==> src/sv/mss_pkg.sv <==
`timescale 1ns / 1ps

package mss_pkg;

    localparam int OP_W      = 4;
    localparam int CODE_W    = 16;
    localparam int PHASE_W   = 4;
    localparam int SYM_W     = 11;
    localparam int RATE_W    = 2;
    localparam int STATUS_W  = 2;
    localparam int RPT_W     = 2;
    localparam int CFG_IDX_W = 2;
    localparam int CFG_DAT_W = 1;

    // line events
    localparam logic [OP_W-1:0] OP_RESTART  = 4'd0;
    localparam logic [OP_W-1:0] OP_TONE     = 4'd1;
    localparam logic [OP_W-1:0] OP_CARRIER  = 4'd2;
    localparam logic [OP_W-1:0] OP_REVERSAL = 4'd3;
    localparam logic [OP_W-1:0] OP_AMP_DROP = 4'd4;
    localparam logic [OP_W-1:0] OP_REMOTE_S = 4'd5;
    localparam logic [OP_W-1:0] OP_SEG_DONE = 4'd6;
    localparam logic [OP_W-1:0] OP_RATE     = 4'd7;
    localparam logic [OP_W-1:0] OP_REMOTE_E = 4'd8;

    // handshake phases
    localparam logic [PHASE_W-1:0] PH_WAIT_TONE  = 4'd0;
    localparam logic [PHASE_W-1:0] PH_AA         = 4'd1;
    localparam logic [PHASE_W-1:0] PH_CC         = 4'd2;
    localparam logic [PHASE_W-1:0] PH_WAIT_S     = 4'd3;
    localparam logic [PHASE_W-1:0] PH_AC         = 4'd4;
    localparam logic [PHASE_W-1:0] PH_CA         = 4'd5;
    localparam logic [PHASE_W-1:0] PH_SILENCE    = 4'd6;
    localparam logic [PHASE_W-1:0] PH_TRAIN1     = 4'd7;
    localparam logic [PHASE_W-1:0] PH_R1         = 4'd8;
    localparam logic [PHASE_W-1:0] PH_WAIT_TRAIN = 4'd9;
    localparam logic [PHASE_W-1:0] PH_TRAIN2     = 4'd10;
    localparam logic [PHASE_W-1:0] PH_R2         = 4'd11;
    localparam logic [PHASE_W-1:0] PH_E          = 4'd12;
    localparam logic [PHASE_W-1:0] PH_ONES       = 4'd13;
    localparam logic [PHASE_W-1:0] PH_DATA       = 4'd14;
    localparam logic [PHASE_W-1:0] PH_FAILED     = 4'd15;

    // segment lengths in symbols
    localparam logic [SYM_W-1:0] LEN_NONE  = 11'd0;
    localparam logic [SYM_W-1:0] LEN_TRAIN = 11'd1552;
    localparam logic [SYM_W-1:0] LEN_LONG  = 11'd128;
    localparam logic [SYM_W-1:0] LEN_MID   = 11'd64;
    localparam logic [SYM_W-1:0] LEN_SHORT = 11'd16;

    localparam logic [RATE_W-1:0] RATE_NONE = 2'd0;
    localparam logic [RATE_W-1:0] RATE_4800 = 2'd1;
    localparam logic [RATE_W-1:0] RATE_9600 = 2'd2;

    localparam logic [STATUS_W-1:0] ST_NONE   = 2'd0;
    localparam logic [STATUS_W-1:0] ST_ACCEPT = 2'd1;
    localparam logic [STATUS_W-1:0] ST_FAIL   = 2'd2;

    localparam logic [CFG_IDX_W-1:0] REG_ANSWER_ROLE = 2'd0;
    localparam logic [CFG_IDX_W-1:0] REG_ALLOW_LOW   = 2'd1;
    localparam logic [CFG_IDX_W-1:0] REG_ALLOW_HIGH  = 2'd2;

    typedef struct packed {
        logic answer_role;
        logic allow_low_rate;
        logic allow_high_rate;
    } cfg_t;

    typedef struct packed {
        logic [OP_W-1:0]   op;
        logic [CODE_W-1:0] rate_code;
        logic              code_valid;
        logic              offers_low;
        logic              offers_high;
    } event_t;

    typedef struct packed {
        logic [PHASE_W-1:0] phase;
        logic [SYM_W-1:0]   symbols;
        logic [CODE_W-1:0]  last_code;
        logic [RPT_W-1:0]   repeat_count;
        logic [RATE_W-1:0]  rate;
    } seq_state_t;

    typedef struct packed {
        logic [PHASE_W-1:0]  current_phase;
        logic [SYM_W-1:0]    segment_symbols;
        logic [RATE_W-1:0]   chosen_rate;
        logic [STATUS_W-1:0] rate_status;
    } result_t;

endpackage

==> src/sv/mss_event_if.sv <==
`timescale 1ns / 1ps

interface mss_event_if;
    import mss_pkg::*;

    logic              valid;
    logic              ready;
    logic [OP_W-1:0]   op;
    logic [CODE_W-1:0] rate_code;
    logic              code_valid;
    logic              offers_low;
    logic              offers_high;

    modport source (
        output valid, op, rate_code, code_valid, offers_low, offers_high,
        input  ready
    );

    modport sink (
        input  valid, op, rate_code, code_valid, offers_low, offers_high,
        output ready
    );
endinterface

==> src/sv/mss_result_if.sv <==
`timescale 1ns / 1ps

interface mss_result_if;
    import mss_pkg::*;

    logic                valid;
    logic                ready;
    logic [PHASE_W-1:0]  current_phase;
    logic [SYM_W-1:0]    segment_symbols;
    logic [RATE_W-1:0]   chosen_rate;
    logic [STATUS_W-1:0] rate_status;

    modport source (
        output valid, current_phase, segment_symbols, chosen_rate, rate_status,
        input  ready
    );

    modport sink (
        input  valid, current_phase, segment_symbols, chosen_rate, rate_status,
        output ready
    );
endinterface

==> src/sv/mss_step.sv <==
`timescale 1ns / 1ps

module mss_step (
    input  mss_pkg::cfg_t       cfg,
    input  mss_pkg::seq_state_t cur,
    input  mss_pkg::event_t     ev,
    output mss_pkg::seq_state_t nxt,
    output mss_pkg::result_t    res
);
    import mss_pkg::*;

    logic                is_call;
    logic [STATUS_W-1:0] status;
    logic [RPT_W-1:0]    rpt;
    logic [RATE_W-1:0]   pick;
    seq_state_t          st;

    // segment-done transitions, shared by segment done and remote E
    function automatic seq_state_t seg_done(input seq_state_t s);
        seq_state_t r;
        r = s;
        case (s.phase)
            PH_SILENCE:
            begin
                r.phase = PH_TRAIN1;
                r.symbols = LEN_TRAIN;
            end
            PH_TRAIN1:
            begin
                r.phase = PH_R1;
                r.symbols = LEN_NONE;
            end
            PH_WAIT_TRAIN:
            begin
                r.phase = PH_TRAIN2;
                r.symbols = LEN_TRAIN;
            end
            PH_TRAIN2:
            begin
                r.phase = PH_R2;
                r.symbols = LEN_NONE;
            end
            PH_E:
            begin
                r.phase = PH_ONES;
                r.symbols = LEN_LONG;
            end
            PH_ONES:
            begin
                r.phase = PH_DATA;
                r.symbols = LEN_NONE;
            end
            default:
            begin
                r = s;
            end
        endcase
        return r;
    endfunction

    assign is_call = !cfg.answer_role;

    always_comb
    begin
        st     = cur;
        status = ST_NONE;
        rpt    = cur.repeat_count;
        pick   = RATE_NONE;
        case (ev.op)
            OP_RESTART:
            begin
                st.last_code    = '0;
                st.repeat_count = '0;
                st.rate         = RATE_NONE;
                st.phase        = is_call ? PH_WAIT_TONE : PH_AC;
                st.symbols      = is_call ? LEN_NONE : LEN_LONG;
            end
            OP_TONE:
            begin
                if (is_call && cur.phase == PH_WAIT_TONE)
                begin
                    st.phase   = PH_AA;
                    st.symbols = LEN_NONE;
                end
            end
            OP_CARRIER:
            begin
                if (!is_call && cur.phase == PH_AC)
                begin
                    st.phase   = PH_CA;
                    st.symbols = LEN_NONE;
                end
            end
            OP_REVERSAL:
            begin
                if (is_call && cur.phase == PH_AA)
                begin
                    st.phase   = PH_CC;
                    st.symbols = LEN_MID;
                end
                else if (is_call && cur.phase == PH_CC)
                begin
                    st.phase   = PH_WAIT_S;
                    st.symbols = LEN_NONE;
                end
                else if (!is_call && cur.phase == PH_CA)
                begin
                    st.phase   = PH_AC;
                    st.symbols = LEN_MID;
                end
            end
            OP_AMP_DROP:
            begin
                if (!is_call && cur.phase == PH_AC)
                begin
                    st.phase   = PH_SILENCE;
                    st.symbols = LEN_SHORT;
                end
            end
            OP_REMOTE_S:
            begin
                if (is_call && cur.phase == PH_WAIT_S)
                begin
                    st.phase   = PH_TRAIN1;
                    st.symbols = LEN_TRAIN;
                end
                else if (!is_call && cur.phase == PH_R1)
                begin
                    st.phase   = PH_WAIT_TRAIN;
                    st.symbols = LEN_NONE;
                end
            end
            OP_SEG_DONE:
            begin
                st = seg_done(cur);
            end
            OP_RATE:
            begin
                if ((cur.phase inside {PH_R1, PH_R2}) && ev.code_valid)
                begin
                    if (ev.rate_code == cur.last_code)
                    begin
                        // repeat count saturates at three
                        rpt = (cur.repeat_count == 2'd3) ? cur.repeat_count
                                                         : cur.repeat_count + 2'd1;
                    end
                    else
                    begin
                        rpt          = 2'd1;
                        st.last_code = ev.rate_code;
                    end
                    st.repeat_count = rpt;
                    if (rpt >= 2'd2)
                    begin
                        if (cfg.allow_high_rate && ev.offers_high)
                        begin
                            pick = RATE_9600;
                        end
                        else if (cfg.allow_low_rate && ev.offers_low)
                        begin
                            pick = RATE_4800;
                        end
                        st.rate = pick;
                        if (pick == RATE_NONE)
                        begin
                            st.phase   = PH_FAILED;
                            st.symbols = LEN_NONE;
                            status     = ST_FAIL;
                        end
                        else
                        begin
                            st.phase   = PH_E;
                            st.symbols = LEN_SHORT;
                            status     = ST_ACCEPT;
                        end
                    end
                end
            end
            OP_REMOTE_E:
            begin
                if (cur.phase == PH_E)
                begin
                    st = seg_done(cur);
                end
            end
            default:
            begin
                st = cur;
            end
        endcase
    end

    assign nxt = st;

    assign res.current_phase   = st.phase;
    assign res.segment_symbols = st.symbols;
    assign res.chosen_rate     = st.rate;
    assign res.rate_status     = status;

endmodule

==> src/sv/modem_startup_sequencer_top.sv <==
`timescale 1ns / 1ps

// an accepted item is held in the input register, then its result is registered in the result register
// throughput: one item per cycle while results are taken, set by the combinational state update in mss_step
// a waiting result holds the next item in the input register, then the input stalls
// reset: asynchronous, active low; phase wait tone, lengths, last code, repeat count,
// rate and configuration cleared to zero; no clearing pass

module modem_startup_sequencer_top (
    input  logic                       clk,
    input  logic                       rst_n,
    mss_event_if.sink                  event_ch,
    mss_result_if.source               result_ch,
    input  logic                       wr_en,
    input  logic [mss_pkg::CFG_IDX_W-1:0] wr_index,
    input  logic [mss_pkg::CFG_DAT_W-1:0] wr_data
);
    import mss_pkg::*;

    cfg_t       cfg_reg;
    seq_state_t state_reg;
    seq_state_t state_next;
    event_t     ev_reg;
    event_t     ev_in;
    logic       ev_valid_reg;
    result_t    res_next;
    result_t    res_reg;
    logic       res_valid_reg;
    logic       advance;
    logic       take;

    // the stored item moves on when the result slot is free or drains this cycle
    assign advance = ev_valid_reg && (!res_valid_reg || result_ch.ready);
    assign event_ch.ready = !ev_valid_reg || advance;
    assign take = event_ch.valid && event_ch.ready;

    assign ev_in.op          = event_ch.op;
    assign ev_in.rate_code   = event_ch.rate_code;
    assign ev_in.code_valid  = event_ch.code_valid;
    assign ev_in.offers_low  = event_ch.offers_low;
    assign ev_in.offers_high = event_ch.offers_high;

    always_ff @(posedge clk or negedge rst_n)
    begin
        if (!rst_n)
        begin
            cfg_reg <= '0;
        end
        else if (wr_en)
        begin
            case (wr_index)
                REG_ANSWER_ROLE: cfg_reg.answer_role     <= wr_data[0];
                REG_ALLOW_LOW:   cfg_reg.allow_low_rate  <= wr_data[0];
                REG_ALLOW_HIGH:  cfg_reg.allow_high_rate <= wr_data[0];
                default:         cfg_reg <= cfg_reg;
            endcase
        end
    end

    mss_step u_step (
        .cfg (cfg_reg),
        .cur (state_reg),
        .ev  (ev_reg),
        .nxt (state_next),
        .res (res_next)
    );

    always_ff @(posedge clk or negedge rst_n)
    begin
        if (!rst_n)
        begin
            ev_valid_reg  <= 1'b0;
            res_valid_reg <= 1'b0;
            state_reg     <= '0;
        end
        else
        begin
            if (take)
            begin
                ev_valid_reg <= 1'b1;
            end
            else if (advance)
            begin
                ev_valid_reg <= 1'b0;
            end
            if (advance)
            begin
                res_valid_reg <= 1'b1;
                state_reg     <= state_next;
            end
            else if (result_ch.ready)
            begin
                res_valid_reg <= 1'b0;
            end
        end
    end

    always_ff @(posedge clk)
    begin
        if (take)
        begin
            ev_reg <= ev_in;
        end
        if (advance)
        begin
            res_reg <= res_next;
        end
    end

    assign result_ch.valid           = res_valid_reg;
    assign result_ch.current_phase   = res_reg.current_phase;
    assign result_ch.segment_symbols = res_reg.segment_symbols;
    assign result_ch.chosen_rate     = res_reg.chosen_rate;
    assign result_ch.rate_status     = res_reg.rate_status;

    a_rate_only_after_success: assert property (@(posedge clk) disable iff (!rst_n)
        (state_reg.rate != RATE_NONE) |->
        (state_reg.phase == PH_E || state_reg.phase == PH_ONES ||
         state_reg.phase == PH_DATA))
        else $error("rate held outside E, ones or data phase");

    a_failed_has_no_rate: assert property (@(posedge clk) disable iff (!rst_n)
        (state_reg.phase == PH_FAILED) |-> (state_reg.rate == RATE_NONE))
        else $error("failed phase with a rate selected");

    a_advance_fills_result: assert property (@(posedge clk) disable iff (!rst_n)
        advance |=> (res_valid_reg && res_reg.current_phase == state_reg.phase))
        else $error("result register does not match updated state");

    a_fail_status_consistent: assert property (@(posedge clk) disable iff (!rst_n)
        (res_valid_reg && res_reg.rate_status == ST_FAIL) |->
        (res_reg.chosen_rate == RATE_NONE && res_reg.current_phase == PH_FAILED))
        else $error("failed status with inconsistent phase or rate");

endmodule
==> src/flat_wrapper.sv <==
// flat-port wrapper written by rule: the top's interface ports become plain ports
module modem_startup_sequencer_top_flat import mss_pkg::*;
  (clk, rst_n, wr_en, wr_index, wr_data, event_ch_valid, event_ch_op, event_ch_rate_code, event_ch_code_valid, event_ch_offers_low, event_ch_offers_high, event_ch_ready, result_ch_valid, result_ch_current_phase, result_ch_segment_symbols, result_ch_chosen_rate, result_ch_rate_status, result_ch_ready);
  mss_event_if event_ch_i ();
  mss_result_if result_ch_i ();
  input  logic clk;
  input  logic rst_n;
  input  logic wr_en;
  input  logic [mss_pkg::CFG_IDX_W-1:0] wr_index;
  input  logic [mss_pkg::CFG_DAT_W-1:0] wr_data;
  input wire logic [$bits(event_ch_i.valid)-1:0] event_ch_valid;
  input wire logic [$bits(event_ch_i.op)-1:0] event_ch_op;
  input wire logic [$bits(event_ch_i.rate_code)-1:0] event_ch_rate_code;
  input wire logic [$bits(event_ch_i.code_valid)-1:0] event_ch_code_valid;
  input wire logic [$bits(event_ch_i.offers_low)-1:0] event_ch_offers_low;
  input wire logic [$bits(event_ch_i.offers_high)-1:0] event_ch_offers_high;
  output wire logic [$bits(event_ch_i.ready)-1:0] event_ch_ready;
  output wire logic [$bits(result_ch_i.valid)-1:0] result_ch_valid;
  output wire logic [$bits(result_ch_i.current_phase)-1:0] result_ch_current_phase;
  output wire logic [$bits(result_ch_i.segment_symbols)-1:0] result_ch_segment_symbols;
  output wire logic [$bits(result_ch_i.chosen_rate)-1:0] result_ch_chosen_rate;
  output wire logic [$bits(result_ch_i.rate_status)-1:0] result_ch_rate_status;
  input wire logic [$bits(result_ch_i.ready)-1:0] result_ch_ready;
  assign event_ch_i.valid = event_ch_valid;
  assign event_ch_i.op = event_ch_op;
  assign event_ch_i.rate_code = event_ch_rate_code;
  assign event_ch_i.code_valid = event_ch_code_valid;
  assign event_ch_i.offers_low = event_ch_offers_low;
  assign event_ch_i.offers_high = event_ch_offers_high;
  assign event_ch_ready = event_ch_i.ready;
  assign result_ch_valid = result_ch_i.valid;
  assign result_ch_current_phase = result_ch_i.current_phase;
  assign result_ch_segment_symbols = result_ch_i.segment_symbols;
  assign result_ch_chosen_rate = result_ch_i.chosen_rate;
  assign result_ch_rate_status = result_ch_i.rate_status;
  assign result_ch_i.ready = result_ch_ready;
  modem_startup_sequencer_top u_core (.clk(clk), .rst_n(rst_n), .event_ch(event_ch_i), .result_ch(result_ch_i), .wr_en(wr_en), .wr_index(wr_index), .wr_data(wr_data));
endmodule
==> config.mk <==
export PLATFORM = sky130hd
export DESIGN_NAME = modem_startup_sequencer_top_flat
export DESIGN_NICKNAME = d
export VERILOG_FILES = /design/src/sv/mss_pkg.sv /design/src/sv/mss_event_if.sv /design/src/sv/mss_result_if.sv /design/src/sv/mss_step.sv /design/src/sv/modem_startup_sequencer_top.sv /design/src/flat_wrapper.sv
export SDC_FILE = /design/constraint.sdc
export NUM_CORES = 1
export LEC_CHECK = 0
export BUFFER_PORTS_ARGS = -buffer_cell sky130_fd_sc_hd__clkbuf_2
export CAP_MARGIN = 25
export CORE_MARGIN = 1.5
export CORE_UTILIZATION = 60
export CTS_CLUSTER_SIZE = 8
export DETAILED_ROUTE_END_ITERATION = 8
export PLACE_DENSITY = 0.82
export SLEW_MARGIN = 10
export SYNTH_ARGS = -nofsm -noshare
export SYNTH_HDL_FRONTEND = slang
export SYNTH_HIERARCHICAL = 1
export SYNTH_SLANG_ARGS = --single-unit
==> constraint.sdc <==
create_clock -name clk -period 4.3 [get_ports clk]
set_clock_uncertainty 0.1 [all_clocks]
set_input_delay 0 -clock clk [delete_from_list [all_inputs] [get_ports clk]]
set_output_delay 0 -clock clk [all_outputs]
set_load 0.01 [all_outputs]
==> flow_summary.json <==
{
  "status": "complete, no violations",
  "viasPerCell": 5.87,
  "place_area_um2": 4600,
  "p_leak_nw": 2.20,
  "wirelength_um": 9850,
  "powerDensity_nw_per_um2": 385,
  "grt_pass1_wl_um": 15500,
  "r2r_cells": 7,
  "max_stage_delay_ns": 0.69,
  "synthFlopType": "edfxtp_1",
  "initial_utilization_pct": 61.8,
  "drt-initial-drc-count": 233,
  "clk_pin_slew_ns": 0.09,
  "power_frac_seq_pct": 50.2,
  "tritoncts": "done",
  "cts.sinks": 82,
  "dp_cells": 486,
  "synth_async_sr_flop_share_pct": 48.8,
  "cts_inserted_buffers": 9,
  "synth_edf_count": 42,
  "finalCritPeriodShare_pct": 67.5,
  "synth-seq-cells": 82,
  "fp-row-count": 31,
  "syn_nets": 405,
  "power_frac_comb_pct": 19.4,
  "hold_ws_ns": 0.251,
  "grt_max_degree": 41,
  "cp_max_fo": 24,
  "dieWidth_um": 89.4,
  "nNetsFinal": 466,
  "stdcell_count": 538,
  "fp.coreArea_um2": 7250,
  "die_h_um": 89.4,
  "synth_area_leaders": "edfxtp_1 (28%), dfrtp_1 (22%), mux2_4 (9.7%)",
  "hold_depth": 2,
  "tns_ns": 0,
  "synth.top_cell.area_share_pct": 28.1,
  "r2r-end": "u_core/state_reg[25]",
  "overflow": 0,
  "yosys.area.top_type": "edfxtp_1",
  "end_kind": "flip-flop",
  "grt_pass1_vias": 3084,
  "syn_avg_cell_area_um2": 12.0,
  "clk-insertion-delay-late_ns": 0.36,
  "h-tree-depth": 3,
  "period_needed_ns": 2.90,
  "r2r_start": "u_core/state_reg[31]",
  "dp_slack_ns": 1.47,
  "synthesis.instances": 374,
  "cp-start-kind": "flip-flop",
  "ios": 52,
  "die_area_um2": 8000,
  "yosysUniqueCellTypes": 63,
  "dp_hpwl_um": 5970,
  "post-route-worst-setup-slack_ns": 1.40,
  "synth_seq_area_share_pct": 50.5,
  "hp-start": "event_ch_rate_code[10]",
  "required_ns": 4.44,
  "worst_slew_pin_slew_ns": 0.856,
  "cts-root-buf": "clkbuf_8",
  "drtAntennaViolNets": 0,
  "yosysWarnings": 6,
  "crit_path_top_delay_cell": "dfrtp_1",
  "routabilityCongestion": 0.938,
  "whs_endpoint": "u_core/ev_reg[13]",
  "max_freq_mhz": 344,
  "rsz0062_at_grt": "false",
  "track_usage_pct": 26.5,
  "syn_to_final_growth_pct": 16.0,
  "maxSlewViolCount": 0,
  "antenna_cells": 0,
  "clockBufferDepth": 2,
  "netSwitchingPower_uw": 602,
  "port_buffers": 51,
  "post_cts_buffers": 0,
  "design_area_um2": 5200,
  "vias": 3157,
  "maxCapViolCount": 0,
  "p_clk_share_pct": 30.4,
  "switching_share_pct": 30.1,
  "path_buf_inv": 0,
  "drt_pre_antenna_iters": 5,
  "drc": 0,
  "fill_cells": 508,
  "antenna_found_initial": 0,
  "final_hold_viol_count": 0,
  "vdd_ir_drop_max_mv": 0.251,
  "hold_path.class": "in -> reg",
  "syn_area_um2": 4480,
  "mostFrequentLayoutCells": "clkbuf_2 (51), edfxtp_1 (42), dfrtp_1 (40), dlygate4sd3_1 (34), mux2_4 (29)",
  "relSlewSlack_pct": 42.9,
  "drive_above_1_share_pct": 30.3,
  "arrival_ns": 3.04,
  "crit_chain": "nor2_1 -> nand3_1 -> o221ai_1 -> nand4_1 -> or2_1 -> and2_1 -> mux2_4",
  "crit_type": "reg -> reg",
  "setup_viol": 0,
  "wire_per_inst_um": 18.3,
  "p_int_mw": 1.40,
  "reg2reg_slack_ns": 1.40,
  "critPathTopFamily": "simple AND/OR/NAND/NOR gates",
  "largest_reg_flops": 35,
  "layout_commonest_cell": "clkbuf_2"
}
## synth_stat cells, types with 4 or more instances
cell type  instances
clkbuf_1           8
nand2b_1           9
and2_1             7
mux2_4            29
nand3_1           12
dfrtp_1           40
a21oi_1            8
a31oi_1            7
edfxtp_1          42
a211oi_1           4
o21ai_0           17
buf_4             17
mux2_2            10
nand2_1           18
inv_1              9
buf_6              6
xnor2_1           18
nor2_1            19
nor3_1             9
nand4_1            7
buf_2              5
a22o_2            13
## through the flow
step,util [%],power [mW]
2_1_floorplan,-,1.28
3_3_place_gp,63.4,1.36
3_5_place_dp,63.4,1.36
4_1_cts,70.9,2.00
5_1_grt,71.7,2.09
6_report,71.7,2.00
## what timing repair did
item / 4_1_cts / 5_1_grt
gates resized for setup: 0 / 0
hold buffers: 33 / 1
hold endpoints to repair: 68 / 7
## final cells by class
type / instances / area, um^2 / area share, %
Clock buffer: 9 / 124 / 2.38
Tap cell: 99 / 124 / 2.38
Clock inverter: 6 / 90.1 / 1.73
Sequential cell: 82 / 2260 / 43.5
Multi-Input combinational cell: 245 / 1930 / 37.0
Inverter: 9 / 33.8 / 0.650
Timing Repair Buffer: 88 / 638 / 12.3
## logic make-up (layout without fill, tap and decap cells)
group           count (synthesis)  count (layout)  synth area share, %
flops                          82              82                 50.5
compound gates                 80              80                 13.3
mux                            39              39                 12.2
buf+inv                        47             112                 6.53
xor+xnor                       21              21                 4.11
simple gates                  105             105                 13.3
## routing by layer
layer  vias to the layer above  routed length [um]  track usage [%]
li1                       1483                   -                -
met4                         0                 225             11.5
met3                        23                 535             4.89
met1                      1516                4220             34.6
met5                         -                   0                0
met2                       135                4870             43.4
## power groups by stage
stage                     combinational, mW  clock, mW  sequential (mW)
after global placement                0.343          0             1.02
after detailed placement              0.346          0             1.02
final                                 0.388      0.607             1.00
after floorplan                       0.338          0            0.944
after CTS                             0.375      0.619             1.00
after global routing                  0.423      0.647             1.02
## how the worst max path moves through the flow
| stage | start | end | slack [ns] | cells after the start |
|---|---|---|---|---|
| 6_report | u_core/state_reg[31] | u_core/state_reg[25] | 1.40 | 7 |
| 5_1_grt | u_core/state_reg[31] | u_core/state_reg[25] | 1.21 | 7 |
| 2_1_floorplan | u_core/ev_reg[13] | u_core/state_reg[32] | 2.04 | 7 |
| 4_1_cts | u_core/state_reg[31] | u_core/state_reg[25] | 1.45 | 7 |
| 3_3_place_gp | u_core/state_reg[31] | u_core/state_reg[25] | 1.45 | 7 |
| 3_5_place_dp | u_core/state_reg[31] | u_core/state_reg[25] | 1.47 | 7 |
Note: power is estimated with default switching activity, not from simulation.
